===== src/hdl/ngfe_pkg.sv =====
// Shared types, character codes and limits for the GGA field extractor.
`timescale 1ns / 1ps

package ngfe_pkg;

    // field widths
    localparam int CH_W    = 8;
    localparam int FLD_W   = 4;
    localparam int CIF_W   = 2;
    localparam int MI_W    = 2;
    localparam int TIME_W  = 30;
    localparam int LATD_W  = 7;
    localparam int LOND_W  = 10;
    localparam int MIN_W   = 20;
    localparam int HDOP_W  = 27;
    localparam int DECS_W  = 4;
    localparam int LAT_W   = 27;
    localparam int LON_W   = 31;
    localparam int ACC_W   = 30;
    localparam int OUT_W   = 120;

    // saturation limits and scale
    localparam logic [ACC_W-1:0] TIME_MAX  = 30'd999999999;
    localparam logic [ACC_W-1:0] HDOP_MAX  = 30'd99999999;
    localparam logic [ACC_W-1:0] MIN_MAX   = 30'd999999;
    localparam logic [FLD_W-1:0] FIELD_MAX = 4'd15;
    localparam logic [DECS_W-1:0] DECS_MAX = 4'd15;
    localparam logic [CIF_W-1:0] CIF_MAX   = 2'd3;
    localparam logic [MI_W-1:0]  MI_LAST   = 2'd2;
    localparam logic [LON_W-1:0] DEG_SCALE = 31'd600000;

    // characters
    localparam logic [CH_W-1:0] CH_DOLLAR = 8'h24;
    localparam logic [CH_W-1:0] CH_COMMA  = 8'h2C;
    localparam logic [CH_W-1:0] CH_DOT    = 8'h2E;
    localparam logic [CH_W-1:0] CH_ZERO   = 8'h30;
    localparam logic [CH_W-1:0] CH_NINE   = 8'h39;
    localparam logic [CH_W-1:0] CH_G      = 8'h47;
    localparam logic [CH_W-1:0] CH_A      = 8'h41;
    localparam logic [CH_W-1:0] CH_N      = 8'h4E;
    localparam logic [CH_W-1:0] CH_S      = 8'h53;
    localparam logic [CH_W-1:0] CH_E      = 8'h45;
    localparam logic [CH_W-1:0] CH_W_LTR  = 8'h57;

    // sentence field numbers (counted by commas)
    localparam logic [FLD_W-1:0] FLD_TAG  = 4'd0;
    localparam logic [FLD_W-1:0] FLD_TIME = 4'd1;
    localparam logic [FLD_W-1:0] FLD_LAT  = 4'd2;
    localparam logic [FLD_W-1:0] FLD_NS   = 4'd3;
    localparam logic [FLD_W-1:0] FLD_LON  = 4'd4;
    localparam logic [FLD_W-1:0] FLD_EW   = 4'd5;
    localparam logic [FLD_W-1:0] FLD_HDOP = 4'd8;

    // leading digits that go to degrees
    localparam logic [CIF_W-1:0] LAT_DEG_DIGITS = 2'd2;
    localparam logic [CIF_W-1:0] LON_DEG_DIGITS = 2'd3;

    // end-of-sentence snapshot handed from parser to formatter
    typedef struct packed {
        logic                is_gga;
        logic [TIME_W-1:0]   time_acc;
        logic [LATD_W-1:0]   lat_deg;
        logic [MIN_W-1:0]    lat_min;
        logic [LOND_W-1:0]   lon_deg;
        logic [MIN_W-1:0]    lon_min;
        logic                south;
        logic                west;
        logic [HDOP_W-1:0]   hdop_acc;
        logic [DECS_W-1:0]   hdop_decs;
    } ngfe_snap_t;

    // acc*10 + dig, clamped at limit
    function automatic logic [ACC_W-1:0] push_digit(input logic [ACC_W-1:0] acc,
                                                    input logic [3:0] dig,
                                                    input logic [ACC_W-1:0] limit);
        logic [ACC_W+3:0] v;
        v = (ACC_W+4)'(acc) * (ACC_W+4)'(10) + (ACC_W+4)'(dig);
        return (v > (ACC_W+4)'(limit)) ? limit : v[ACC_W-1:0];
    endfunction

endpackage


===== src/hdl/ngfe_parser.sv =====
// Byte parser: field tracking, tag match, digit accumulation, end-of-sentence snapshot.
`timescale 1ns / 1ps

module ngfe_parser (
    input  logic                     aclk,
    input  logic                     aresetn,
    input  logic                     beat_valid,
    output logic                     beat_ready,
    input  logic [ngfe_pkg::CH_W-1:0] beat_ch,
    input  logic                     beat_last,
    output logic                     snap_valid,
    input  logic                     snap_ready,
    output ngfe_pkg::ngfe_snap_t     snap
);
    import ngfe_pkg::*;

    logic [FLD_W-1:0]  fld_reg, fld_next;
    logic [CIF_W-1:0]  cif_reg, cif_next;
    logic              first_reg, first_next;
    logic              dollar_reg, dollar_next;
    logic [MI_W-1:0]   mi_reg, mi_next;
    logic              tag_reg, tag_next;
    logic [TIME_W-1:0] time_reg, time_next;
    logic [LATD_W-1:0] latd_reg, latd_next;
    logic [MIN_W-1:0]  latm_reg, latm_next;
    logic [LOND_W-1:0] lond_reg, lond_next;
    logic [MIN_W-1:0]  lonm_reg, lonm_next;
    logic              south_reg, south_next;
    logic              west_reg, west_next;
    logic [HDOP_W-1:0] hdop_reg, hdop_next;
    logic [DECS_W-1:0] decs_reg, decs_next;
    logic              dot_reg, dot_next;

    logic              snap_valid_reg;
    ngfe_snap_t        snap_reg, snap_next;

    logic              accept;
    logic              is_digit;
    logic [3:0]        dval;
    logic [CH_W-1:0]   tag_char;

    assign beat_ready = !snap_valid_reg || snap_ready;
    assign accept     = beat_valid && beat_ready;
    assign snap_valid = snap_valid_reg;
    assign snap       = snap_reg;

    assign is_digit = (beat_ch >= CH_ZERO) && (beat_ch <= CH_NINE);
    assign dval     = is_digit ? beat_ch[3:0] : 4'd0;
    assign tag_char = (mi_reg >= MI_LAST) ? CH_A : CH_G;

    always_comb begin
        fld_next    = fld_reg;
        cif_next    = cif_reg;
        first_next  = first_reg;
        dollar_next = dollar_reg;
        mi_next     = mi_reg;
        tag_next    = tag_reg;
        time_next   = time_reg;
        latd_next   = latd_reg;
        latm_next   = latm_reg;
        lond_next   = lond_reg;
        lonm_next   = lonm_reg;
        south_next  = south_reg;
        west_next   = west_reg;
        hdop_next   = hdop_reg;
        decs_next   = decs_reg;
        dot_next    = dot_reg;

        if (first_reg) begin
            dollar_next = (beat_ch == CH_DOLLAR);
            first_next  = 1'b0;
        end

        // tag matcher: restarts on mismatch, mismatching byte not retried
        if (fld_reg == FLD_TAG && !tag_reg) begin
            if (beat_ch == tag_char) begin
                if (mi_reg >= MI_LAST) begin
                    tag_next = 1'b1;
                    mi_next  = '0;
                end else begin
                    mi_next = mi_reg + 1'b1;
                end
            end else begin
                mi_next = '0;
            end
        end

        if (beat_ch == CH_COMMA) begin
            if (fld_reg < FIELD_MAX) begin
                fld_next = fld_reg + 1'b1;
            end
            cif_next = '0;
        end else if (beat_ch == CH_DOT) begin
            if (fld_reg == FLD_HDOP) begin
                dot_next  = 1'b1;
                decs_next = '0;
            end
        end else begin
            case (fld_reg)
                FLD_TIME: begin
                    if (is_digit) begin
                        time_next = push_digit(time_reg, dval, TIME_MAX);
                    end
                end
                FLD_LAT: begin
                    if (is_digit) begin
                        if (cif_reg < LAT_DEG_DIGITS) begin
                            latd_next = LATD_W'(11'(latd_reg) * 11'd10 + 11'(dval));
                        end else begin
                            latm_next = MIN_W'(push_digit(ACC_W'(latm_reg), dval, MIN_MAX));
                        end
                    end
                end
                FLD_NS: begin
                    if (beat_ch == CH_N) south_next = 1'b0;
                    if (beat_ch == CH_S) south_next = 1'b1;
                end
                FLD_LON: begin
                    if (is_digit) begin
                        if (cif_reg < LON_DEG_DIGITS) begin
                            lond_next = LOND_W'(14'(lond_reg) * 14'd10 + 14'(dval));
                        end else begin
                            lonm_next = MIN_W'(push_digit(ACC_W'(lonm_reg), dval, MIN_MAX));
                        end
                    end
                end
                FLD_EW: begin
                    if (beat_ch == CH_E)     west_next = 1'b0;
                    if (beat_ch == CH_W_LTR) west_next = 1'b1;
                end
                FLD_HDOP: begin
                    if (is_digit) begin
                        hdop_next = HDOP_W'(push_digit(ACC_W'(hdop_reg), dval, HDOP_MAX));
                        if (dot_reg && decs_reg < DECS_MAX) begin
                            decs_next = decs_reg + 1'b1;
                        end
                    end
                end
                default: begin
                end
            endcase
            if (cif_reg < CIF_MAX) begin
                cif_next = cif_reg + 1'b1;
            end
        end
    end

    always_comb begin
        snap_next.is_gga    = dollar_next && tag_next;
        snap_next.time_acc  = time_next;
        snap_next.lat_deg   = latd_next;
        snap_next.lat_min   = latm_next;
        snap_next.lon_deg   = lond_next;
        snap_next.lon_min   = lonm_next;
        snap_next.south     = south_next;
        snap_next.west      = west_next;
        snap_next.hdop_acc  = hdop_next;
        snap_next.hdop_decs = decs_next;
    end

    always_ff @(posedge aclk) begin
        if (!aresetn || (accept && beat_last)) begin
            fld_reg    <= '0;
            cif_reg    <= '0;
            first_reg  <= 1'b1;
            dollar_reg <= 1'b0;
            mi_reg     <= '0;
            tag_reg    <= 1'b0;
            time_reg   <= '0;
            latd_reg   <= '0;
            latm_reg   <= '0;
            lond_reg   <= '0;
            lonm_reg   <= '0;
            south_reg  <= 1'b0;
            west_reg   <= 1'b0;
            hdop_reg   <= '0;
            decs_reg   <= '0;
            dot_reg    <= 1'b0;
        end else if (accept) begin
            fld_reg    <= fld_next;
            cif_reg    <= cif_next;
            first_reg  <= first_next;
            dollar_reg <= dollar_next;
            mi_reg     <= mi_next;
            tag_reg    <= tag_next;
            time_reg   <= time_next;
            latd_reg   <= latd_next;
            latm_reg   <= latm_next;
            lond_reg   <= lond_next;
            lonm_reg   <= lonm_next;
            south_reg  <= south_next;
            west_reg   <= west_next;
            hdop_reg   <= hdop_next;
            decs_reg   <= decs_next;
            dot_reg    <= dot_next;
        end
    end

    always_ff @(posedge aclk) begin
        if (!aresetn) begin
            snap_valid_reg <= 1'b0;
        end else if (accept && beat_last) begin
            snap_valid_reg <= 1'b1;
        end else if (snap_ready) begin
            snap_valid_reg <= 1'b0;
        end
    end

    always_ff @(posedge aclk) begin
        if (accept && beat_last) begin
            snap_reg <= snap_next;
        end
    end

endmodule


===== src/hdl/ngfe_format.sv =====
// Result formatter: degree scaling, sign, position check, output register.
`timescale 1ns / 1ps

module ngfe_format (
    input  logic                        aclk,
    input  logic                        aresetn,
    input  logic                        snap_valid,
    output logic                        snap_ready,
    input  ngfe_pkg::ngfe_snap_t        snap,
    output logic                        m_tvalid,
    input  logic                        m_tready,
    output logic [ngfe_pkg::OUT_W-1:0]  m_tdata,
    output logic                        m_tuser
);
    import ngfe_pkg::*;

    logic               m_tvalid_reg;
    logic [OUT_W-1:0]   m_tdata_reg, m_tdata_next;
    logic               m_tuser_reg;
    logic               load;

    logic [LAT_W-1:0]   lat_mag, lat_val;
    logic [LON_W-1:0]   lon_mag, lon_val;
    logic               pos_valid;

    assign snap_ready = !m_tvalid_reg || m_tready;
    assign load       = snap_valid && snap_ready;

    assign m_tvalid = m_tvalid_reg;
    assign m_tdata  = m_tdata_reg;
    assign m_tuser  = m_tuser_reg;

    always_comb begin
        lat_mag   = LAT_W'(LAT_W'(snap.lat_deg) * LAT_W'(DEG_SCALE)) + LAT_W'(snap.lat_min);
        lon_mag   = LON_W'(snap.lon_deg) * DEG_SCALE + LON_W'(snap.lon_min);
        lat_val   = snap.south ? (LAT_W'(0) - lat_mag) : lat_mag;
        lon_val   = snap.west  ? (LON_W'(0) - lon_mag) : lon_mag;
        pos_valid = (lat_mag != '0) || (lon_mag != '0);
        m_tdata_next = {pos_valid, snap.hdop_decs, snap.hdop_acc,
                        lon_val, lat_val, snap.time_acc};
    end

    always_ff @(posedge aclk) begin
        if (!aresetn) begin
            m_tvalid_reg <= 1'b0;
        end else if (load) begin
            m_tvalid_reg <= 1'b1;
        end else if (m_tready) begin
            m_tvalid_reg <= 1'b0;
        end
    end

    always_ff @(posedge aclk) begin
        if (load) begin
            m_tdata_reg <= m_tdata_next;
            m_tuser_reg <= snap.is_gga;
        end
    end

endmodule


===== src/hdl/nmea_gga_field_extractor.sv =====
// Top level of the NMEA GGA field extractor: byte stream in, one result beat per sentence.
`timescale 1ns / 1ps
//
//  channel | dir | tdata                          | tuser   | tlast
//  --------+-----+--------------------------------+---------+-----------------
//  s_      | in  | [7:0] ch                       | -       | last byte of sentence
//  m_      | out | time/lat/lon/hdop/decs/posval  | is_gga  | -
//
//  Takes one byte beat per cycle whenever downstream keeps up; the per-byte
//  state update is a single registered pass (mult-by-10 accumulate and clamp).
//  The accept of the last byte beat loads the snapshot register; the scaling/sign
//  output register then loads from the snapshot once it has room, which raises
//  m_tvalid.
//  Reset (aresetn low, synchronous) clears the parser state and both valids.
//  Stalls on m_ fill the output register, then the snapshot register; s_tready
//  drops only when both hold a result, so bytes keep flowing with one result
//  waiting.

module nmea_gga_field_extractor (
    input  logic         aclk,
    input  logic         aresetn,
    input  logic         s_tvalid,
    output logic         s_tready,
    input  logic [7:0]   s_tdata,   // [7:0] ch
    input  logic         s_tlast,   // last byte of the sentence
    output logic         m_tvalid,
    input  logic         m_tready,
    // [29:0] utc_time, [56:30] latitude, [87:57] longitude, [114:88] hdop_value,
    // [118:115] hdop_decimals, [119] position_valid
    output logic [119:0] m_tdata,
    output logic         m_tuser    // [0] is_gga
);
    import ngfe_pkg::*;

    logic        snap_valid;
    logic        snap_ready;
    ngfe_snap_t  snap;

    // per-byte parser with end-of-sentence snapshot
    ngfe_parser u_parser (
        .aclk       (aclk),
        .aresetn    (aresetn),
        .beat_valid (s_tvalid),
        .beat_ready (s_tready),
        .beat_ch    (s_tdata),
        .beat_last  (s_tlast),
        .snap_valid (snap_valid),
        .snap_ready (snap_ready),
        .snap       (snap)
    );

    // fixed-point positions and result register
    ngfe_format u_format (
        .aclk       (aclk),
        .aresetn    (aresetn),
        .snap_valid (snap_valid),
        .snap_ready (snap_ready),
        .snap       (snap),
        .m_tvalid   (m_tvalid),
        .m_tready   (m_tready),
        .m_tdata    (m_tdata),
        .m_tuser    (m_tuser)
    );

endmodule


===== config.mk =====
export PLATFORM = sky130hd
export DESIGN_NAME = nmea_gga_field_extractor
export DESIGN_NICKNAME = d
export VERILOG_FILES = /design/src/hdl/ngfe_pkg.sv /design/src/hdl/ngfe_parser.sv /design/src/hdl/ngfe_format.sv /design/src/hdl/nmea_gga_field_extractor.sv
export SDC_FILE = /design/constraint.sdc
export NUM_CORES = 1
export LEC_CHECK = 0
export ABC_CLOCK_PERIOD_IN_PS = 8800
export BUFFER_PORTS_ARGS = -buffer_cell sky130_fd_sc_hd__buf_2
export CAP_MARGIN = 20
export CORE_ASPECT_RATIO = 1.5
export CORE_MARGIN = 2
export CORE_UTILIZATION = 42
export DETAILED_ROUTE_END_ITERATION = 12
export PLACE_DENSITY = 0.68
export SLEW_MARGIN = 20
export SYNTH_ARGS = -nofsm -noshare
export SYNTH_HDL_FRONTEND = slang
export SYNTH_SLANG_ARGS = --single-unit

===== constraint.sdc =====
create_clock -name aclk -period 8.8 [get_ports aclk]
set_input_delay 0.88 -clock aclk [delete_from_list [all_inputs] [get_ports aclk]]
set_output_delay 0.88 -clock aclk [all_outputs]
set_load 0.01 [all_outputs]

# Word-level counts from Yosys, hierarchy flattened
# Index checks and enable logic that the tools add are counted.
[totals] mem_bits_rw=0 ff_bits=376 input_bits=13 mem_bits_ro=0 elab_cells=169 out_inout_bits=123 latchBits=0 memories=0
[classes] bitwise=1 n_shift=0 magnitude_cmp=11 n_mux=65 eq_ne=15 div_mod_pow=0 multipliers=8 add_sub_neg=14 n_reduce_logical=25
[op_table] operator="$mux 20" count=12
[op_table] operator="$mux 27" count=6
[op_table] operator="$mux 30" count=5
[op_table] operator="$add 24x4->25" count=2
[op_table] operator="$gt 25x20->1 const B" count=2
[op_table] operator="$mux 10" count=5
[op_table] operator="$mul 20x3->23 const B" count=2
[op_table] operator="$mux 7" count=5
[op_table] operator="$add 34x4->34" count=1
[op_table] operator="$gt 34x30->1 const B" count=1
[op_table] operator="$mul 30x3->33 const B" count=1
[op_table] operator="$add 31x4->32" count=1
[op_table] operator="$eq 8x7->1 const B" count=4
[op_table] operator="$gt 32x27->1 const B" count=1
[op_table] operator="$add 30x20->31" count=1
[op_table] operator="$mux 31" count=1
[op_table] operator="$reduce_bool 31->1" count=1
[op_table] operator="$sub 1x31->31 const A" count=1
[op_table] operator="$mul 27x3->30 const B" count=1
[op_table] operator="$mux 4" count=7
[op_table] operator="$add 27x20->27" count=1
[op_table] operator="$reduce_bool 27->1" count=1
[op_table] operator="$sub 1x27->27 const A" count=1
[op_table] operator="$eq 8x6->1 const B" count=3
[op_table] operator="other kinds (31)" count=73

# Logic depth before layout (Yosys ltp)
# Gate-level depths: netlist of the first run.
[logic_depth] depth_word=11 depth_mapped=26 mapped_depth_nobuf=26

# Cells and area by module
# From an unflattened synthesis of the first run, not the netlist that was laid out.
[unflattened] hier_cells=3450 area_unflattened_um2=31592.8
[by_module_without_submodules] mod="ngfe_parser" cells_each=2363 seq_area_each_um2=6296.0 area_each_um2=20423.3 instances=1
[by_module_without_submodules] mod="ngfe_format" cells_each=1087 seq_area_each_um2=3653.5 area_each_um2=11169.5 instances=1

# Least setup slack after synthesis of the first run
# OpenSTA, ideal clock, no wires.
[synth_path] path_type="reg2reg" start="register u_parser.snap_reg, in the netlist u_parser.snap[61]" end="register u_format.m_tdata_reg[87] (netlist: u_format.m_tdata[87]) (data pin)" arrival_time_ps=6827 setup_time_ps=265 path_stages_with_launch=25 synth_period_minus_slack_ps=7092 required_ps=8535 path_buffers=0 setup_slack_ps=1708 cell_sequence="edfxtp_1 fa_1 inv_1 fa_1 fa_1 inv_1 fa_1 fa_1 ha_1 a21oi_1 o211ai_1 a21oi_1 xnor2_1 ha_1 nand2_1 or3_1 a21oi_1 nor2b_1 o21a_1 nor4b_1 xnor2_1 nor4b_1 nand3_1 o31ai_1 xor2_1"
[synth_between] elab_chain_cells=4
[synth_lines] item="from (decl)" line_no="ngfe_parser.sv:35" rtl="ngfe_snap_t snap_reg, snap_next;"
[synth_lines] item="from (signal assigned)" line_no="ngfe_parser.sv:211" rtl="snap_reg <= snap_next;"
[synth_lines] item="$mul 10x14->24 (*)" line_no="ngfe_format.sv:35" rtl="lon_mag = LON_W'(snap.lon_deg) * DEG_SCALE + LON_W'(snap.lon_min);"
[synth_lines] item="$add 30x20->31 (*)" line_no="ngfe_format.sv:35"
[synth_lines] item="$sub 1x31->31" line_no="ngfe_format.sv:37" rtl="lon_val = snap.west ? (LON_W'(0) - lon_mag) : lon_mag;"
[synth_lines] item="$mux 31 (*)" line_no="ngfe_format.sv:37"
[synth_lines] item="named net u_format.lon_val[30]" line_no="ngfe_format.sv:23" rtl="logic [LON_W-1:0] lon_mag, lon_val;"
[synth_lines] item="to (signal assigned)" line_no="ngfe_format.sv:55" rtl="m_tdata_reg <= m_tdata_next;"
[synth_lines] item="to (decl)" line_no="ngfe_format.sv:18" rtl="logic [OUT_W-1:0] m_tdata_reg, m_tdata_next;"
# The timed path passes the listed nets; every way through them passes the cells marked *.
# A chain may end at the register's enable or synchronous reset.

# Worst setup path after layout of the first run
# Same ends and word-level chain as after synthesis.

==> impl_metrics.toml, run 1 <==
[floorplan]
dieArea_um2 = 75100
fp.dieH_um = 335
start_util_pct = 42.3
rows = 121
coreArea_um2 = 72400
ios = 136
die_w_um = 224

[min_path]
min_to = "u_format.m_tdata[27]"
hold_path_class = "reg -> reg"
min_from = "u_parser.snap[117]"
holdPathStages = 0

[sta]
setup_violations = 0
rsz0062_at_grt = "false"
slew_viol_final = 0
fin_skew_ps = 23.1
timing.final.crit_share_pct = 89.5
slew_headroom_pct = 33.4
tightest_slew_ps = 996
fmax_mhz = 127
finalSetupTns_ps = 0
finalHoldViolCount = 0
finalCriticalPeriod_ps = 7870

[routing]
via_count = 24700
wire_per_inst_um = 17.5
routed_via_density = 5.75
firstDrtPassIters = 5
drtIter0Drc = 1436
ant_nets = 0
drc = 0
wl_mm = 75.5

[global_route]
antenna_found_initial = 1
overflow = 0
track_usage_pct = 19.9
met1_usage_pct = 22.9
grt_pass1_wl_mm = 122
met3_usage_pct = 2.79
grt_max_degree = 70
grt_pass1_vias = 24200
met2_usage_pct = 36.5
grt-busiest-layer = "met2"

[clock_network]
insertion_delay_ps = 590
cts_max_level = 2
clock_sinks = 376
cts_tree = "built"
cts_resized = 0
ctsHoldBuffers = 0
clk_path_buf_depth = 3
clkTransAtPathRegs_ps = 70
post_cts_buffers = 0
cts_root_buf = "clkbuf_16"
cts_buffers = 37

[place]
port_buffers = 135
dp_hpwl_mm = 58.6
gp_congestion = 0.911

[yosys]
async_flop_share_pct = 0
synth_area_leaders = "edfxtp_1, ha_1, dfxtp_1"
syn-num-nets = 3718
synthFlopType = "edfxtp_1"
yosysTopAreaCellShare_pct = 23.7
syn_inst = 3270
syn_area_per_cell_um2 = 9.36
synth_cell_types = 111
synth-seq-cells = 376
synth_edf_count = 242
synth_largest_area_cell = "edfxtp_1"
yosysSeqAreaShare_pct = 32.5
synth_warnings = 0
synth_area_um2 = 30600

[critical_path]
startpoint = "u_parser.snap[61]"
worstPathRequired_ps = 9140
cp.arrival_ps = 8210
critPathMaxStageDelay_ps = 640
crit_top_cell = "fa_1"
worstReg2RegEnd = "u_format.m_tdata[87]"
path_max_fanout = 7
crit_type = "reg -> reg"
cp-end-kind = "flop"
cp_slowest_cell = "fa_1"
critical-path-top-delay-family = "adder cells"
timing.rr.start = "u_parser.snap[61]"
cp-start-kind = "flop"
rrSetupSlack_ps = 930
critical_path_buf_inv_count = 2
crit_chain = "fa_1, inv_1, fa_1, inv_1, fa_1, fa_1, fa_1, ha_1, a21oi_1, o211ai_1, a21oi_1, xnor2_1, ha_1, nand2_1, or3_1, a21oi_1, nor2b_1, o21a_1, nor4b_1, xnor2_1, nor4b_1, nand3_1, o31ai_1, xor2_1"
reg2reg_depth = 24

[finish]
final-seq-area_um2 = 9950
n_fill_cell = 6875
final_nets = 3800
multi_input_area_um2 = 19600
syn2layout_area_growth_pct = 9.04
final_layout_size_suffix_gt1_share_pct = 9.14
largest_reg_flops = 121
layout_common_cells = "ha_1, edfxtp_1, nor2_1"
final_common_cell = "ha_1"

[run]
maxCapViolations = 0

[power_and_ir_drop]
vdd_drop_max_mv = 0.142
power_density_nw_per_um2 = 170
total_leakage_power_nw = 14.0
finalPower_mw = 5.67

[status]
status = "complete, no violations"
==> where the power goes <==
part | total (mW) | switching (mW) | leakage, nW | internal [mW]
clock network | 1.66 | 0.725 | 0.618 | 0.936
registers | 2.03 | 0.0294 | 3.43 | 2.00
logic | 1.97 | 1.16 | 9.95 | 0.815
total | 5.67 | 1.91 | 14.0 | 3.76
==> metal layers <==
metal	part of all wire [%]	up-vias
li1	-	12300
met3	3.8	156
met5	0.015	-
met2	51	477
met1	41	11800
met4	4.5	2
==> cells in the mapped netlist (all sizes together) (32+ instances only) <==
| cell type | instances |
|---|---|
| a211oi | 39 |
| a21o | 68 |
| a21oi | 224 |
| a31oi | 78 |
| and2 | 36 |
| and3 | 36 |
| clkbuf | 80 |
| dfxtp | 134 |
| edfxtp | 242 |
| fa | 55 |
| ha | 380 |
| inv | 168 |
| nand2 | 236 |
| nand2b | 37 |
| nand3 | 79 |
| nand4 | 50 |
| nor2 | 239 |
| nor2b | 37 |
| nor3 | 74 |
| nor4 | 37 |
| o21a | 42 |
| o21ai | 191 |
| o31ai | 32 |
| xnor2 | 187 |
| xor2 | 95 |
==> layout make-up <==
type	count	area share (%)
multi-input combinational	2616	58.6
sequential	376	29.8
tap	922	3.46
clock buffer	49	3.25
timing repair buffer	153	2.44
inverter	168	1.90
clock inverter	19	0.499
antenna	1	0.00750
==> cells by family after synthesis <==
logic type,count (synthesis),share of synthesized area [%]
buf+inv,278,3.63
fa+ha+maj,435,19.1
mux,28,0.969
simple gates,992,16.6
xor+xnor,282,8.09
flops,376,32.5
compound gates,879,19.0
==> how the worst max path moves through the flow <==
stage	to	slack, ps	depth (start not counted)
floorplan	u_format.m_tdata[87]	1710	24
global placement	u_format.m_tdata[87]	1080	24
detailed placement	u_format.m_tdata[87]	950	24
CTS	u_format.m_tdata[87]	920	24
global route	u_format.m_tdata[87]	510	24
finish	u_format.m_tdata[87]	930	24
==> stage by stage <==
| stage | setup slack (ps) | instances | util, % | instance area, µm² | hold slack [ps] |
|---|---|---|---|---|---|
| final | 925 | 4304 | 46.1 | 33400 | 412 |
| after global routing | 508 | 4303 | 46.1 | 33400 | 424 |
| after global placement | 1080 | 4234 | 44.4 | 32100 | 401 |
| after floorplan | 1710 | 3270 | - | 30600 | 400 |
| after detailed placement | 951 | 4234 | 44.4 | 32100 | 405 |
| after CTS | 923 | 4302 | 46.1 | 33400 | 410 |
Note: power is estimated with default switching activity, not from simulation.
==> run 2: changes to the inputs <==
- CTS_CLUSTER_DIAMETER: default -> 60
- GPL_TIMING_DRIVEN: default -> 0
==> run 2 against run 1 <==
  * Maximum frequency decreased by 4.1%
  * Routed wire length increased by 6.8%
  * Critical path depth unchanged
  * First-iteration DRC count increased by 5.6%
  * Critical endpoint unchanged
==> impl_metrics.toml, run 2 (synthesized netlist as in run 1, its figures left out) <==
[finish]
final_nets = 3899
n_fill_cell = 6865
final_layout_size_suffix_gt1_share_pct = 8.93
largest_reg_flops = 121
layout_common_cells = "ha_1, edfxtp_1, nor2_1"
final-seq-area_um2 = 9950
post-route-util_pct = 46.9
final_design_area_no_fill_um2 = 34000
layoutNonFillerInstCount = 4404
syn2layout_area_growth_pct = 10.9
final_common_cell = "ha_1"
multi_input_area_um2 = 19600

[power_and_ir_drop]
switching_share_pct = 33.4
p_sw_mw = 1.93
combPwrFrac_pct = 34.5
power_density_nw_per_um2 = 170
p_int_mw = 3.85
pwr-share-clk_pct = 30.4
vdd_drop_max_mv = 0.122
seqPwrFrac_pct = 35.2
total_leakage_power_nw = 14.2

[global_route]
grt_pass1_wl_mm = 128
antenna_found_initial = 1
grt_pass1_vias = 25000
track_usage_pct = 21.2
overflow = 0
grt_max_degree = 63

[sta]
timing.hold.ws_ps = 408
tightest_slew_ps = 942
slew_viol_final = 0
fin_skew_ps = 16.4
finalCriticalPeriod_ps = 8210
fmax_mhz = 122
finalSetupTns_ps = 0
rsz0062_at_grt = "false"
finalHoldViolCount = 0
timing.final.crit_share_pct = 93.3
setup_violations = 0
slew_headroom_pct = 37.1

[floorplan]
dieArea_um2 = 75100
coreArea_um2 = 72400
rows = 121
fp.dieH_um = 335
ios = 136
die_w_um = 224
start_util_pct = 42.3

[critical_path]
timing.rr.start = "u_parser.snap[60]"
cp-end-kind = "flop"
reg2reg_depth = 24
worstPathRequired_ps = 9100
cp.arrival_ps = 8510
rrSetupSlack_ps = 590
cp-start-kind = "flop"
path_max_fanout = 6
worstReg2RegEnd = "u_format.m_tdata[87]"
crit_type = "reg -> reg"

[clock_network]
cts_tree = "built"
cts_max_level = 2
clk_path_buf_depth = 3
clkTransAtPathRegs_ps = 70
cts_buffers = 39
post_cts_buffers = 0
clock_sinks = 376
ctsHoldBuffers = 0
cts_root_buf = "clkbuf_16"
cts_resized = 0
insertion_delay_ps = 580

[min_path]
min_to = "u_format.m_tdata[5]"
holdPathStages = 0
min_from = "u_parser.snap[95]"
hold_path_class = "reg -> reg"

[place]
dp_hpwl_mm = 64.4
dp_cells = 4332
port_buffers = 134
gp_congestion = 0.922
dpl_cell_area_um2 = 32600

[run]
maxCapViolations = 0

[routing]
drc = 0
ant_nets = 0
wire_per_inst_um = 18.3
wl_mm = 80.6
routed_via_density = 5.74
via_count = 25300
firstDrtPassIters = 5
drtIter0Drc = 1516

[status]
status = "complete, no violations"
## run 2: cell types whose count changed in the layout (fill, tap and decap cells not counted), sizes merged
| cell | change |
|---|---|
| buf | +17 |
| bufinv | +3 |
| clkinvlp | +1 |
| clkinv | +4 |
| inv | -6 |
| clkbuf | +81 |
## run 2: worst max path at each step
stage                            from                    end  slack, ps  cells after the start
detailed placement  u_parser.snap[60]   u_format.m_tdata[87]        620                     24
floorplan           u_parser.snap[61]   u_format.m_tdata[87]       1710                     24
finish              u_parser.snap[60]   u_format.m_tdata[87]        590                     24
global placement             m_tready  u_format.m_tdata[101]      -1170                      3
CTS                 u_parser.snap[60]   u_format.m_tdata[87]        580                     24
global route        u_parser.snap[60]   u_format.m_tdata[87]        190                     24
## run 2: area by class of cell
class	count	area share [%]
multi-input combinational	2616	57.6
clock inverter	21	0.818
inverter	168	1.87
buffer	110	1.41
antenna	1	0.00737
sequential	376	29.3
tap	922	3.40
clock buffer	50	3.18
timing repair buffer	140	2.42
## run 2: routing by layer
| layer | share of wire (%) | vias up | GRT usage, % |
|---|---|---|---|
| met5 | 0.016 | - | 0 |
| met1 | 40 | 12000 | 23.2 |
| met3 | 3.3 | 190 | 2.30 |
| met2 | 51 | 560 | 39.5 |
| li1 | - | 12500 | - |
| met4 | 5.5 | 2 | 11.4 |
## run 2: power groups by stage
stage	sequential, mW	clock (mW)	combinational (mW)
after floorplan	2.09	0	1.53
after global placement	2.08	0	1.96
after detailed placement	2.07	0	2.00
after CTS	2.03	1.80	2.01
after global routing	2.04	1.85	2.23
final	2.03	1.76	1.99
## run 2: metrics by stage
step / power [mW] / setup WS, ps
6_report: 5.78 / 592
4_1_cts: 5.84 / 576
3_3_place_gp: 4.05 / -1170
5_1_grt: 6.12 / 192
2_1_floorplan: 3.63 / 1710
3_5_place_dp: 4.07 / 619
## run 2: critical path, cell delays in order, from the launching register on
cell	delay, ps
edfxtp_1	540
fa_1	670
inv_1	80
fa_1	530
inv_1	60
fa_1	440
fa_1	550
fa_1	430
ha_1	370
a21oi_1	190
o211ai_1	250
a21oi_1	260
xnor2_1	100
ha_1	390
nand2_1	110
or3_1	370
a21oi_1	130
nor2b_1	100
o21a_1	290
nor4b_1	590
xnor2_1	240
nor4b_1	510
nand3_1	280
o31ai_1	360
xor2_1	120
